===== config.mk =====
export PLATFORM = sky130hd
export DESIGN_NAME = rpn_stack_evaluator
export DESIGN_NICKNAME = d
export VERILOG_FILES = /design/src/rtl/core/rse_pkg.sv /design/src/rtl/core/rse_muldiv.sv /design/src/rtl/core/rse_dp.sv /design/src/rtl/core/rse_ctrl.sv /design/src/rtl/core/rpn_stack_evaluator.sv
export SDC_FILE = /design/constraint.sdc
export NUM_CORES = 1
export LEC_CHECK = 0
export BUFFER_PORTS_ARGS = -buffer_cell sky130_fd_sc_hd__buf_4
export CAP_MARGIN = 20
export CORE_UTILIZATION = 25
export CTS_BUF_LIST = sky130_fd_sc_hd__clkbuf_2 sky130_fd_sc_hd__clkbuf_4 sky130_fd_sc_hd__clkbuf_8
export CTS_CLUSTER_DIAMETER = 100
export DETAILED_ROUTE_END_ITERATION = 7
export HOLD_SLACK_MARGIN = 0.08
export SYNTH_ARGS = -nofsm -noshare
export SYNTH_HDL_FRONTEND = slang
export SYNTH_HIERARCHICAL = 1
export SYNTH_SLANG_ARGS = --single-unit

===== constraint.sdc =====
create_clock -name i_clk -period 5.95 [get_ports i_clk]
set_input_delay 1.785 -clock i_clk [delete_from_list [all_inputs] [get_ports i_clk]]
set_output_delay 1.785 -clock i_clk [all_outputs]
set_load 0.02 [all_outputs]

===== src/rtl/core/rse_pkg.sv =====
// Shared types, codes and defaults for the postfix stack evaluator.
package rse_pkg;

    localparam int STACK_DEPTH_DEF = 16;
    localparam int DATA_WIDTH_DEF  = 32;
    localparam int ACTION_W        = 3;
    localparam int FIELD_W         = 32;
    localparam int FLAG_W          = 2;

    typedef enum logic [ACTION_W-1:0] {
        ACT_PUSH = 3'd0,
        ACT_ADD  = 3'd1,
        ACT_SUB  = 3'd2,
        ACT_MUL  = 3'd3,
        ACT_DIV  = 3'd4,
        ACT_END  = 3'd5
    } t_action;

    typedef enum logic [3:0] {
        S_IDLE,
        S_PUSH,
        S_POP_R,
        S_POP_L,
        S_LOAD,
        S_START,
        S_WAIT,
        S_WB,
        S_OUT
    } t_state;

    typedef struct packed {
        t_action op;
        logic    load_item;
        logic    do_push;
        logic    pop;
        logic    cap_right;
        logic    cap_left;
        logic    start_unit;
        logic    wb;
        logic    out_load;
    } t_dp_cmd;

    typedef struct packed {
        logic out_busy;
        logic unit_done;
    } t_dp_stat;

endpackage


===== src/rtl/core/rse_muldiv.sv =====
// Iterative radix-2 unit: low half of a product, or a signed quotient truncated toward zero.
module rse_muldiv
    import rse_pkg::*;
#(
    parameter int DATA_WIDTH = DATA_WIDTH_DEF
) (
    input  logic                  i_clk,
    input  logic                  i_rst_n,
    input  logic                  i_start,
    input  logic                  i_is_div,
    input  logic [DATA_WIDTH-1:0] i_a,
    input  logic [DATA_WIDTH-1:0] i_b,
    output logic                  o_done,
    output logic [DATA_WIDTH-1:0] o_result
);

    localparam int NW = $clog2(DATA_WIDTH);

    logic                  r_busy;
    logic                  r_done;
    logic [NW-1:0]         r_cnt;
    logic                  r_is_div;
    logic                  r_neg;
    logic                  r_zero;
    logic [DATA_WIDTH-1:0] r_x;
    logic [DATA_WIDTH-1:0] r_y;
    logic [DATA_WIDTH-1:0] r_acc;

    logic [DATA_WIDTH-1:0] mag_a;
    logic [DATA_WIDTH-1:0] mag_b;
    logic [DATA_WIDTH:0]   rem_sh;
    logic [DATA_WIDTH:0]   diff;

    assign mag_a  = i_a[DATA_WIDTH-1] ? (~i_a + 1'b1) : i_a;
    assign mag_b  = i_b[DATA_WIDTH-1] ? (~i_b + 1'b1) : i_b;
    // The dividend bits enter the partial remainder from the top of r_x.
    assign rem_sh = {r_acc, r_x[DATA_WIDTH-1]};
    assign diff   = rem_sh - {1'b0, r_y};

    always_ff @(posedge i_clk) begin
        if (!i_rst_n) begin
            r_busy <= 1'b0;
            r_done <= 1'b0;
            r_cnt  <= '0;
        end else begin
            r_done <= 1'b0;
            if (i_start) begin
                r_busy <= 1'b1;
                r_cnt  <= NW'(DATA_WIDTH - 1);
            end else if (r_busy) begin
                r_cnt <= r_cnt - 1'b1;
                if (r_cnt == '0) begin
                    r_busy <= 1'b0;
                    r_done <= 1'b1;
                end
            end
        end
    end

    always_ff @(posedge i_clk) begin
        if (i_start) begin
            r_is_div <= i_is_div;
            r_neg    <= i_a[DATA_WIDTH-1] ^ i_b[DATA_WIDTH-1];
            r_zero   <= (i_b == '0);
            r_acc    <= '0;
            r_x      <= i_is_div ? mag_a : i_a;
            r_y      <= i_is_div ? mag_b : i_b;
        end else if (r_busy) begin
            if (r_is_div) begin
                if (!diff[DATA_WIDTH]) begin
                    r_acc <= diff[DATA_WIDTH-1:0];
                end else begin
                    r_acc <= rem_sh[DATA_WIDTH-1:0];
                end
                r_x <= {r_x[DATA_WIDTH-2:0], ~diff[DATA_WIDTH]};
            end else begin
                if (r_y[0]) begin
                    r_acc <= r_acc + r_x;
                end
                r_x <= {r_x[DATA_WIDTH-2:0], 1'b0};
                r_y <= {1'b0, r_y[DATA_WIDTH-1:1]};
            end
        end
    end

    always_comb begin
        if (!r_is_div) begin
            o_result = r_acc;
        end else if (r_zero) begin
            o_result = '0;
        end else if (r_neg) begin
            o_result = ~r_x + 1'b1;
        end else begin
            o_result = r_x;
        end
    end

    assign o_done = r_done;

endmodule


===== src/rtl/core/rse_dp.sv =====
// Datapath: operand stack memory, stack count, operand registers and result register.
module rse_dp
    import rse_pkg::*;
#(
    parameter int STACK_DEPTH = STACK_DEPTH_DEF,
    parameter int DATA_WIDTH  = DATA_WIDTH_DEF
) (
    input  logic               i_clk,
    input  logic               i_rst_n,
    input  t_dp_cmd            i_cmd,
    output t_dp_stat           o_stat,
    input  logic [FIELD_W-1:0] i_push_value,
    input  logic               i_out_ready,
    output logic               o_out_valid,
    output logic [FIELD_W-1:0] o_result_value,
    output logic               o_leftover_error,
    output logic               o_overflow_error
);

    localparam int AW = $clog2(STACK_DEPTH);
    localparam int CW = $clog2(STACK_DEPTH + 1);

    logic [DATA_WIDTH-1:0] r_mem [STACK_DEPTH];
    logic [DATA_WIDTH-1:0] r_rd_data;
    logic                  r_pop_hit;
    logic [CW-1:0]         r_count;
    logic                  r_ovf;
    logic [DATA_WIDTH-1:0] r_push_val;
    logic [DATA_WIDTH-1:0] r_right;
    logic [DATA_WIDTH-1:0] r_left;
    logic                  r_out_valid;
    logic [FIELD_W-1:0]    r_out_value;
    logic                  r_out_left;
    logic                  r_out_ovf;

    logic [DATA_WIDTH-1:0] push_ext;
    logic [FIELD_W-1:0]    right_sext;
    logic [CW-1:0]         cnt_m1;
    logic                  full;
    logic                  push_req;
    logic                  wr_en;
    logic [DATA_WIDTH-1:0] wr_data;
    logic [DATA_WIDTH-1:0] wb_val;
    logic [DATA_WIDTH-1:0] unit_result;
    logic                  unit_done;
    logic [DATA_WIDTH-1:0] pop_val;

    generate
        if (DATA_WIDTH > FIELD_W) begin : g_wide
            assign push_ext   = {{(DATA_WIDTH-FIELD_W){i_push_value[FIELD_W-1]}}, i_push_value};
            assign right_sext = r_right[FIELD_W-1:0];
        end else if (DATA_WIDTH == FIELD_W) begin : g_equal
            assign push_ext   = i_push_value;
            assign right_sext = r_right;
        end else begin : g_narrow
            assign push_ext   = i_push_value[DATA_WIDTH-1:0];
            assign right_sext = {{(FIELD_W-DATA_WIDTH){r_right[DATA_WIDTH-1]}}, r_right};
        end
    endgenerate

    rse_muldiv #(
        .DATA_WIDTH (DATA_WIDTH)
    ) u_muldiv (
        .i_clk    (i_clk),
        .i_rst_n  (i_rst_n),
        .i_start  (i_cmd.start_unit),
        .i_is_div (i_cmd.op == ACT_DIV),
        .i_a      (r_left),
        .i_b      (r_right),
        .o_done   (unit_done),
        .o_result (unit_result)
    );

    assign cnt_m1   = r_count - CW'(1);
    assign full     = (r_count == CW'(STACK_DEPTH));
    assign push_req = i_cmd.do_push || i_cmd.wb;
    assign wr_en    = push_req && !full;
    assign pop_val  = r_pop_hit ? r_rd_data : '0;

    always_comb begin
        case (i_cmd.op)
            ACT_ADD: wb_val = r_left + r_right;
            ACT_SUB: wb_val = r_left - r_right;
            default: wb_val = unit_result;
        endcase
    end

    assign wr_data = i_cmd.do_push ? r_push_val : wb_val;

    // The top entry is always read into a register, so a pop has its data in the cycle after it.
    always_ff @(posedge i_clk) begin
        if (wr_en) begin
            r_mem[r_count[AW-1:0]] <= wr_data;
        end
        r_rd_data <= r_mem[cnt_m1[AW-1:0]];
    end

    always_ff @(posedge i_clk) begin
        if (!i_rst_n) begin
            r_count     <= '0;
            r_ovf       <= 1'b0;
            r_out_valid <= 1'b0;
        end else begin
            if (i_cmd.out_load) begin
                r_count <= '0;
            end else if (wr_en) begin
                r_count <= r_count + CW'(1);
            end else if (i_cmd.pop && (r_count != '0)) begin
                r_count <= cnt_m1;
            end

            if (i_cmd.out_load) begin
                r_ovf <= 1'b0;
            end else if (push_req && full) begin
                r_ovf <= 1'b1;
            end

            if (i_cmd.out_load) begin
                r_out_valid <= 1'b1;
            end else if (i_out_ready) begin
                r_out_valid <= 1'b0;
            end
        end
    end

    always_ff @(posedge i_clk) begin
        r_pop_hit <= i_cmd.pop && (r_count != '0);
        if (i_cmd.load_item) begin
            r_push_val <= push_ext;
        end
        if (i_cmd.cap_right) begin
            r_right <= pop_val;
        end
        if (i_cmd.cap_left) begin
            r_left <= pop_val;
        end
        if (i_cmd.out_load) begin
            r_out_value <= right_sext;
            r_out_left  <= (r_count != '0);
            r_out_ovf   <= r_ovf;
        end
    end

    assign o_stat.out_busy  = r_out_valid && !i_out_ready;
    assign o_stat.unit_done = unit_done;

    assign o_out_valid      = r_out_valid;
    assign o_result_value   = r_out_value;
    assign o_leftover_error = r_out_left;
    assign o_overflow_error = r_out_ovf;

endmodule


===== src/rtl/core/rse_ctrl.sv =====
// Controller: steps each arithmetic request through pops, the operation and push back.
module rse_ctrl
    import rse_pkg::*;
(
    input  logic     i_clk,
    input  logic     i_rst_n,
    input  logic     i_in_valid,
    input  t_action  i_in_action,
    output logic     o_in_ready,
    input  t_dp_stat i_stat,
    output t_dp_cmd  o_cmd
);

    t_state  r_state;
    t_state  n_state;
    t_action r_op;
    t_action n_op;

    always_ff @(posedge i_clk) begin
        if (!i_rst_n) begin
            r_state <= S_IDLE;
            r_op    <= ACT_PUSH;
        end else begin
            r_state <= n_state;
            r_op    <= n_op;
        end
    end

    always_comb begin
        n_state    = r_state;
        n_op       = r_op;
        o_in_ready = 1'b0;
        o_cmd      = '0;
        o_cmd.op   = r_op;
        case (r_state)
            S_IDLE: begin
                o_in_ready = 1'b1;
                if (i_in_valid) begin
                    o_cmd.load_item = 1'b1;
                    n_op            = i_in_action;
                    case (i_in_action)
                        ACT_PUSH: n_state = S_PUSH;
                        ACT_ADD, ACT_SUB, ACT_MUL, ACT_DIV, ACT_END: n_state = S_POP_R;
                        // Unused codes leave the stack untouched.
                        default:  n_state = S_IDLE;
                    endcase
                end
            end
            S_PUSH: begin
                o_cmd.do_push = 1'b1;
                n_state       = S_IDLE;
            end
            S_POP_R: begin
                o_cmd.pop = 1'b1;
                n_state   = S_POP_L;
            end
            S_POP_L: begin
                o_cmd.cap_right = 1'b1;
                if (r_op == ACT_END) begin
                    n_state = S_OUT;
                end else begin
                    o_cmd.pop = 1'b1;
                    n_state   = S_LOAD;
                end
            end
            S_LOAD: begin
                o_cmd.cap_left = 1'b1;
                if (r_op == ACT_ADD || r_op == ACT_SUB) begin
                    n_state = S_WB;
                end else begin
                    n_state = S_START;
                end
            end
            S_START: begin
                o_cmd.start_unit = 1'b1;
                n_state          = S_WAIT;
            end
            S_WAIT: begin
                if (i_stat.unit_done) begin
                    n_state = S_WB;
                end
            end
            S_WB: begin
                o_cmd.wb = 1'b1;
                n_state  = S_IDLE;
            end
            S_OUT: begin
                if (!i_stat.out_busy) begin
                    o_cmd.out_load = 1'b1;
                    n_state        = S_IDLE;
                end
            end
            default: begin
                n_state = S_IDLE;
            end
        endcase
    end

endmodule


===== src/rtl/core/rpn_stack_evaluator.sv =====
// Top level of the postfix stack evaluator.
//
// Input stream: one request per operation. s_axis_tuser carries the action
// (push, add, subtract, multiply, divide, end) and s_axis_tdata the signed
// constant used by a push. Output stream: one result per end request, with
// the popped value in m_axis_tdata and the two error flags in m_axis_tuser.
// Requests are taken one at a time; s_axis_tready is high while the
// controller is idle. A multiply or divide waits on the radix-2 unit that
// retires one bit per cycle. After an end request is accepted, the
// controller pops the top entry and loads it into the output register once
// it is free or being drained. The result sits in an output register, so
// further requests are taken while it waits; only a second end request
// stalls until the first result is taken. Reset empties the stack, clears
// the overflow flag and drops any pending result. Stack contents are not
// cleared: only entries below the count are ever read.
module rpn_stack_evaluator
    import rse_pkg::*;
#(
    parameter int STACK_DEPTH = STACK_DEPTH_DEF,
    parameter int DATA_WIDTH  = DATA_WIDTH_DEF
) (
    input  logic                i_clk,
    input  logic                i_rst_n,
    input  logic                s_axis_tvalid,
    output logic                s_axis_tready,
    input  logic [FIELD_W-1:0]  s_axis_tdata,   // [31:0] push_value
    input  logic [ACTION_W-1:0] s_axis_tuser,   // [2:0] action
    output logic                m_axis_tvalid,
    input  logic                m_axis_tready,
    output logic [FIELD_W-1:0]  m_axis_tdata,   // [31:0] result_value
    output logic [FLAG_W-1:0]   m_axis_tuser    // [0] leftover_error, [1] overflow_error
);

    t_dp_cmd  cmd;
    t_dp_stat stat;
    logic     leftover_error;
    logic     overflow_error;

    rse_ctrl u_ctrl (
        .i_clk       (i_clk),
        .i_rst_n     (i_rst_n),
        .i_in_valid  (s_axis_tvalid),
        .i_in_action (t_action'(s_axis_tuser)),
        .o_in_ready  (s_axis_tready),
        .i_stat      (stat),
        .o_cmd       (cmd)
    );

    rse_dp #(
        .STACK_DEPTH (STACK_DEPTH),
        .DATA_WIDTH  (DATA_WIDTH)
    ) u_dp (
        .i_clk            (i_clk),
        .i_rst_n          (i_rst_n),
        .i_cmd            (cmd),
        .o_stat           (stat),
        .i_push_value     (s_axis_tdata),
        .i_out_ready      (m_axis_tready),
        .o_out_valid      (m_axis_tvalid),
        .o_result_value   (m_axis_tdata),
        .o_leftover_error (leftover_error),
        .o_overflow_error (overflow_error)
    );

    assign m_axis_tuser = {overflow_error, leftover_error};

`ifndef SYNTHESIS
    // A result is only loaded when the output register is free or being drained.
    a_out_load_free: assert property (@(posedge i_clk) disable iff (!i_rst_n)
        cmd.out_load |-> !stat.out_busy)
        else $error("result loaded over a pending result");

    // The arithmetic unit only finishes while a request is in progress.
    a_done_busy: assert property (@(posedge i_clk) disable iff (!i_rst_n)
        stat.unit_done |-> !s_axis_tready)
        else $error("arithmetic unit finished while idle");

    // An accepted end request always occupies the controller afterwards.
    a_end_busy: assert property (@(posedge i_clk) disable iff (!i_rst_n)
        (s_axis_tvalid && s_axis_tready && (s_axis_tuser == ACT_END)) |=> !s_axis_tready)
        else $error("end request did not start a report");

    // Loading a result makes it visible on the next cycle.
    a_load_shows: assert property (@(posedge i_clk) disable iff (!i_rst_n)
        cmd.out_load |=> m_axis_tvalid)
        else $error("loaded result not presented");
`endif

endmodule


After elaboration in Yosys (flattened, before gate mapping)
Memories as Yosys holds them, arrays and structs flattened. A register that Yosys moved wholly into a read port is not among the register bits.
Index checks and enable logic that the tools add are counted.
{"block": "word_totals", "register_bits": 251, "ramBits": 512, "out_inout_bits": 36, "elab_cells": 135, "memories": 1}
{"name": "u_dp.r_mem", "words": 16, "width": 32, "read_ports": 1, "rd_ports_with_merged_regs": 1, "wr": 1, "line": "rse_dp.sv:23", "rtl": "logic [DATA_WIDTH-1:0] r_mem [STACK_DEPTH];"}
{"block": "classes", "addsub": 10, "n_eq_ne": 22, "muxes": 50, "bitwise_logic": 7, "reduce_logical": 24}
{"op": "$mux W32", "count": 17}
{"op": "$add A32 B1 Y32 const B", "count": 3}
{"op": "$not A32 Y32", "count": 3}
{"op": "$add A32 B32 Y32", "count": 2}
{"op": "$pmux W32 S2", "count": 1}
{"op": "$sub A33 B32 Y33", "count": 1}
{"op": "$logic_not A32 Y1", "count": 1}
{"op": "$sub A32 B32 Y32", "count": 1}
{"op": "$pmux W4 S7", "count": 1}
{"op": "$mux W1", "count": 20}
{"op": "$mux W5", "count": 4}
{"op": "$eq A4 B3 Y1 const B", "count": 4}
{"op": "$mux W4", "count": 4}
{"op": "$eq A3 B3 Y1 const B", "count": 4}
{"op": "$sub A5 B1 Y5 const B", "count": 2}
{"op": "$eq A3 B2 Y1 const B", "count": 3}
{"op": "$eq A4 B2 Y1 const B", "count": 2}
{"op": "$reduce_bool A2 Y1", "count": 4}
{"op": "$eq A3 B1 Y1 const B", "count": 2}
{"op": "$ne A2 B2 Y1 const B", "count": 3}
{"op": "$reduce_and A2 Y1", "count": 3}
{"op": "$add A5 B1 Y5 const B", "count": 1}
{"op": "$eq A5 B5 Y1 const B", "count": 1}
{"op": "$logic_not A5 Y1", "count": 1}
{"op": "18 further kinds", "count": 25}

Depth between registers and ports, before layout
{"block": "depth", "ltp_word": 7, "ltp_mapped": 18, "ltp_nobuf": 17}

Hierarchy
Netlist, hierarchy kept.
{"module": "rse_dp", "n_inst": 1, "cells_per_inst": 1458, "area_each_um2": 27491.4, "seq_area_each_um2": 20079.3}
{"module": "rse_muldiv", "n_inst": 1, "cells_per_inst": 1278, "area_each_um2": 10117.2, "seq_area_each_um2": 2792.7}
{"module": "rse_ctrl", "n_inst": 1, "cells_per_inst": 57, "area_each_um2": 478.0, "seq_area_each_um2": 140.1}
{"module": "rpn_stack_evaluator", "n_inst": 1, "cells_per_inst": 2, "area_each_um2": 15.0, "seq_area_each_um2": 0.0}

Least setup slack after synthesis
Ideal clock, no wire load.
{"block": "synth_timing", "path_type": "reg2reg", "from": "register u_dp.r_right[4]", "to": "memory u_dp/r_mem[0][26] (netlist bit) (data pin)", "arrival_time_ns": 4.519, "required_time_ns": 5.620, "slack_ns": 1.101, "stages_incl_launch_ff": 18, "n_path_buf": 2, "synth_period_minus_slack_ns": 4.849, "path_cell_list": "edfxtp_1 or4_1 buf_2 nor4_4 nor3b_4 nand3b_1 or4_4 o21ai_1 xor2_1 ha_1 clkbuf_1 and3_1 nand2_1 a21boi_0 a311oi_1 xnor2_1 mux2i_1 o21ai_0"}
{"block": "synth_via", "elab_chain_cells": 3, "elab_cells_between_ends": 4, "cone_classes": "2 x add/sub; 2 x mux"}
{"element": "from (decl)", "line": "rse_dp.sv:29", "rtl": "logic [DATA_WIDTH-1:0] r_right;"}
{"element": "from (signal assigned)", "line": "rse_dp.sv:132", "rtl": "r_right <= pop_val;"}
{"element": "$sub A32 B32 Y32 / $add A32 B32 Y32 (equally long branches)", "line": "rse_dp.sv:83, rse_dp.sv:82"}
{"element": "$pmux W32 S2 *", "line": "rse_dp.sv:81", "rtl": "case (i_cmd.op)"}
{"element": "$mux W32 *", "line": "rse_dp.sv:88", "rtl": "assign wr_data = i_cmd.do_push ? r_push_val : wb_val;"}
{"element": "named net u_dp.wr_data[26]", "line": "rse_dp.sv:42", "rtl": "logic [DATA_WIDTH-1:0] wr_data;"}
{"element": "to (decl)", "line": "rse_dp.sv:23"}
Mark *: on every way through the listed nets, which the timed path passes. The rest lies on a longest branch.

Worst setup path in the final report
{"block": "layout_timing", "from": "register u_dp.r_right[5]", "to": "memory u_dp/r_mem[13][29] (netlist bit) (data pin)"}
The elaborated chain is that of the path after synthesis.

==> flow_summary.json <==
{
  "synth_seq_cells": 795,
  "wire_per_inst_um": 20.2,
  "grt-ovfl-total": 0,
  "startpoint_type": "flip-flop",
  "layout.cells.most_common_list": "edfxtp_1, a21oi_1, nor2_1",
  "dieWidth_um": 392,
  "synth_area_mm2": 0.0381,
  "finClkSkew_ns": 0.0362,
  "clock_sinks": 795,
  "synth_edf_count": 709,
  "hold_viol_final": 0,
  "yosysSeqAreaShare": 0.604,
  "dp.cells": 4838,
  "io_buffers": 74,
  "worstSetupPathType": "flip-flop to flip-flop",
  "drive_above_1_share": 0.197,
  "grt_max_degree": 137,
  "grt_use_total": 0.131,
  "slew_violations": 0,
  "period_needed_ns": 5.21,
  "clkTransAtPathRegs_ns": 0.06,
  "cts.path.max_buffers": 3,
  "rows": 142,
  "r2r-end": "u_dp/r_mem[13][29]",
  "drc": 0,
  "dieArea_mm2": 0.154,
  "min_period_over_period": 0.875,
  "final_common_cell": "edfxtp_1",
  "syn_to_final_growth_pct": 16.4,
  "avgSynthCellArea_um2": 13.6,
  "synth.area.top_cells": "edfxtp_1, mux4_2, dfxtp_1, ha_1, a21oi_1",
  "synth.distinct_cells": 83,
  "cts_buffers": 137,
  "globalplace.congestion": 0.883,
  "synth_top_flop_cell": "edfxtp_1",
  "dp_slack_ns": 0.359,
  "arrival_ns": 5.71,
  "rsz0062_at_grt": "false",
  "grt_pass1_vias": 24000,
  "leakagePower_nw": 15.2,
  "crit_fanout": 15,
  "use_met3": 0.0267,
  "synth_top_area_cell": "edfxtp_1",
  "vdd.ir_drop.worst_mv": 0.252,
  "wirelength_um": 103000,
  "root_buffer": "clkbuf_8",
  "status": "completed",
  "grtUsageMet1": 0.174,
  "worstHoldPathType": "flip-flop to flip-flop",
  "die_height_um": 392,
  "hold_end": "u_dp/o_overflow_error",
  "maxSlewHeadroom": 0.264,
  "start_util": 0.253,
  "grt_pass1_wl_um": 152000,
  "hp-start": "u_dp/r_ovf",
  "fin_ws_ns": 0.742,
  "r2r_slack_ns": 0.74,
  "hold_buffers": 0,
  "async_flop_share": 0,
  "yosysTopAreaCellShare": 0.559,
  "grt.busiest_layer": "met2",
  "cts_setup_buffers": 0,
  "hold_depth": 0,
  "max_cap_violations": 0,
  "avgViaCountPerCell": 4.75,
  "htreeDepth": 4,
  "reg2reg_depth": 14,
  "critPathCaptureType": "flip-flop",
  "timing.fmax_mhz": 192,
  "grtUsageMet2": 0.216,
  "ctsResizeCount": 0,
  "yosys_warnings": 6,
  "dp_hpwl_um": 69700,
  "antenna_found_initial": 3,
  "core_area_mm2": 0.150,
  "synthesis.nets": 2942,
  "totalNegativeSetupSlack_ns": 0,
  "drtIter0Drc": 2189,
  "vias": 24200,
  "power.density_mw_per_mm2": 317,
  "setup_viol": 0,
  "clk_latency_ns": 0.79,
  "timing.rr.start": "u_dp/r_right[5]",
  "tightest_slew_ns": 1.10,
  "syn_inst": 2795,
  "final_nets": 3111,
  "num_io_pins": 75,
  "hold-worst-slack_ns": 0.438,
  "first_pass_iters": 5,
  "cts_tree": "done",
  "fin_cells": 5089,
  "ant_nets": 0,
  "final_util": 0.295,
  "cp.required_ns": 6.45
}
## final cells by class
| type | count | area, µm² |
|---|---|---|
| well taps | 2016 | 2520 |
| flip-flops and latches | 795 | 23000 |
| clock inverters | 45 | 348 |
| diodes | 1 | 2.50 |
| inverters | 90 | 338 |
| fillers | 15100 | 106000 |
| multi-input cells | 1781 | 14400 |
| repair buffers | 159 | 1260 |
| clock buffers | 202 | 2450 |
## layer usage
layer	share of wire	vias up
met5	0	-
met4	0.022	0
met3	0.071	138
met2	0.47	812
met1	0.43	12100
li1	-	11100
## state kept, by name (all words and copies together), names as in the netlist, 4 cells and up
signal	count
u_dp/r_rd_data	32
u_dp/r_push_val	32
u_ctrl/r_state	4
u_dp/o_result_value	32
u_dp/u_muldiv/r_acc	32
u_dp/u_muldiv/r_y	32
u_dp/r_count	5
u_dp/r_mem	512
u_dp/u_muldiv/r_cnt	5
u_dp/r_left	32
u_dp/r_right	32
u_dp/u_muldiv/r_x	32
## where the power goes
part | switching, W | internal (W)
logic | 0.00136 | 0.00110
clock network | 0.00225 | 0.00275
registers | 0.000133 | 0.00646
total | 0.00373 | 0.0103
## Yosys cell counts (17+ instances only)
cell       count
and2_1        43
o21a_1        19
o22ai_1       21
edfxtp_1     709
nand3_1       27
nor2_1       199
nand2_1      169
o31ai_1       19
clkbuf_1     103
nor3_1        44
a21o_1        55
mux4_2       160
xnor2_1      125
nand2b_1      26
o211ai_1      21
xor2_1        84
dfxtp_1       86
a211oi_1      30
o21ai_0      131
a21oi_1      221
inv_1         89
and3_1        17
mux2i_1       21
o41ai_1       17
o2bb2ai_1     23
a31oi_1       18
ha_1         105
## how the worst max path moves through the flow
| stage | startpoint | end | slack (ns) | depth (start not counted) |
|---|---|---|---|---|
| 2_1_floorplan | u_dp/r_right[4] | u_dp/r_mem[0][26] | 1.10 | 17 |
| 3_3_place_gp | u_dp/r_right[2] | u_dp/r_mem[1][29] | 0.40 | 13 |
| 3_5_place_dp | u_dp/r_right[2] | u_dp/r_mem[15][29] | 0.36 | 13 |
| 4_1_cts | u_dp/r_right[2] | u_dp/r_mem[12][29] | 0.31 | 13 |
| 5_1_grt | u_dp/r_right[2] | u_dp/r_mem[9][20] | 0.58 | 15 |
| 6_report | u_dp/r_right[5] | u_dp/r_mem[13][29] | 0.74 | 14 |
## through the flow
| stage | total power (W) | area [µm²] |
|---|---|---|
| after floorplan | 0.00838 | 38100 |
| after detailed placement | 0.00917 | 41500 |
| final | 0.0140 | 44400 |
| after global routing | 0.0146 | 44400 |
| after global placement | 0.00914 | 41500 |
| after CTS | 0.0142 | 44300 |
## cells by family after synthesis
| logic type | count (synthesis) | synth area share |
|---|---|---|
| AOI/OAI and AO/OA | 646 | 0.107 |
| xor gates and xnor gates | 209 | 0.0480 |
| buffers and inverters | 219 | 0.0224 |
| DFF | 795 | 0.604 |
| muxes | 184 | 0.101 |
| adders and majority gates | 108 | 0.0361 |
| and+or+nand+nor | 634 | 0.0811 |
## worst max-delay path: stages, from the launching register on
cell and delay, ns:
edfxtp_1 0.49, or4_1 0.70, nor4_4 0.20, nor3b_4 0.39
a21oi_1 0.13, xnor2_1 0.15, ha_1 0.40, nand4_1 0.16
or3_1 0.41, o311ai_0 0.56, o211ai_1 0.33, a211oi_1 0.38
xnor2_1 0.17, o221ai_1 0.20, buf_4 0.24
Power figures use the tool's default switching activity.
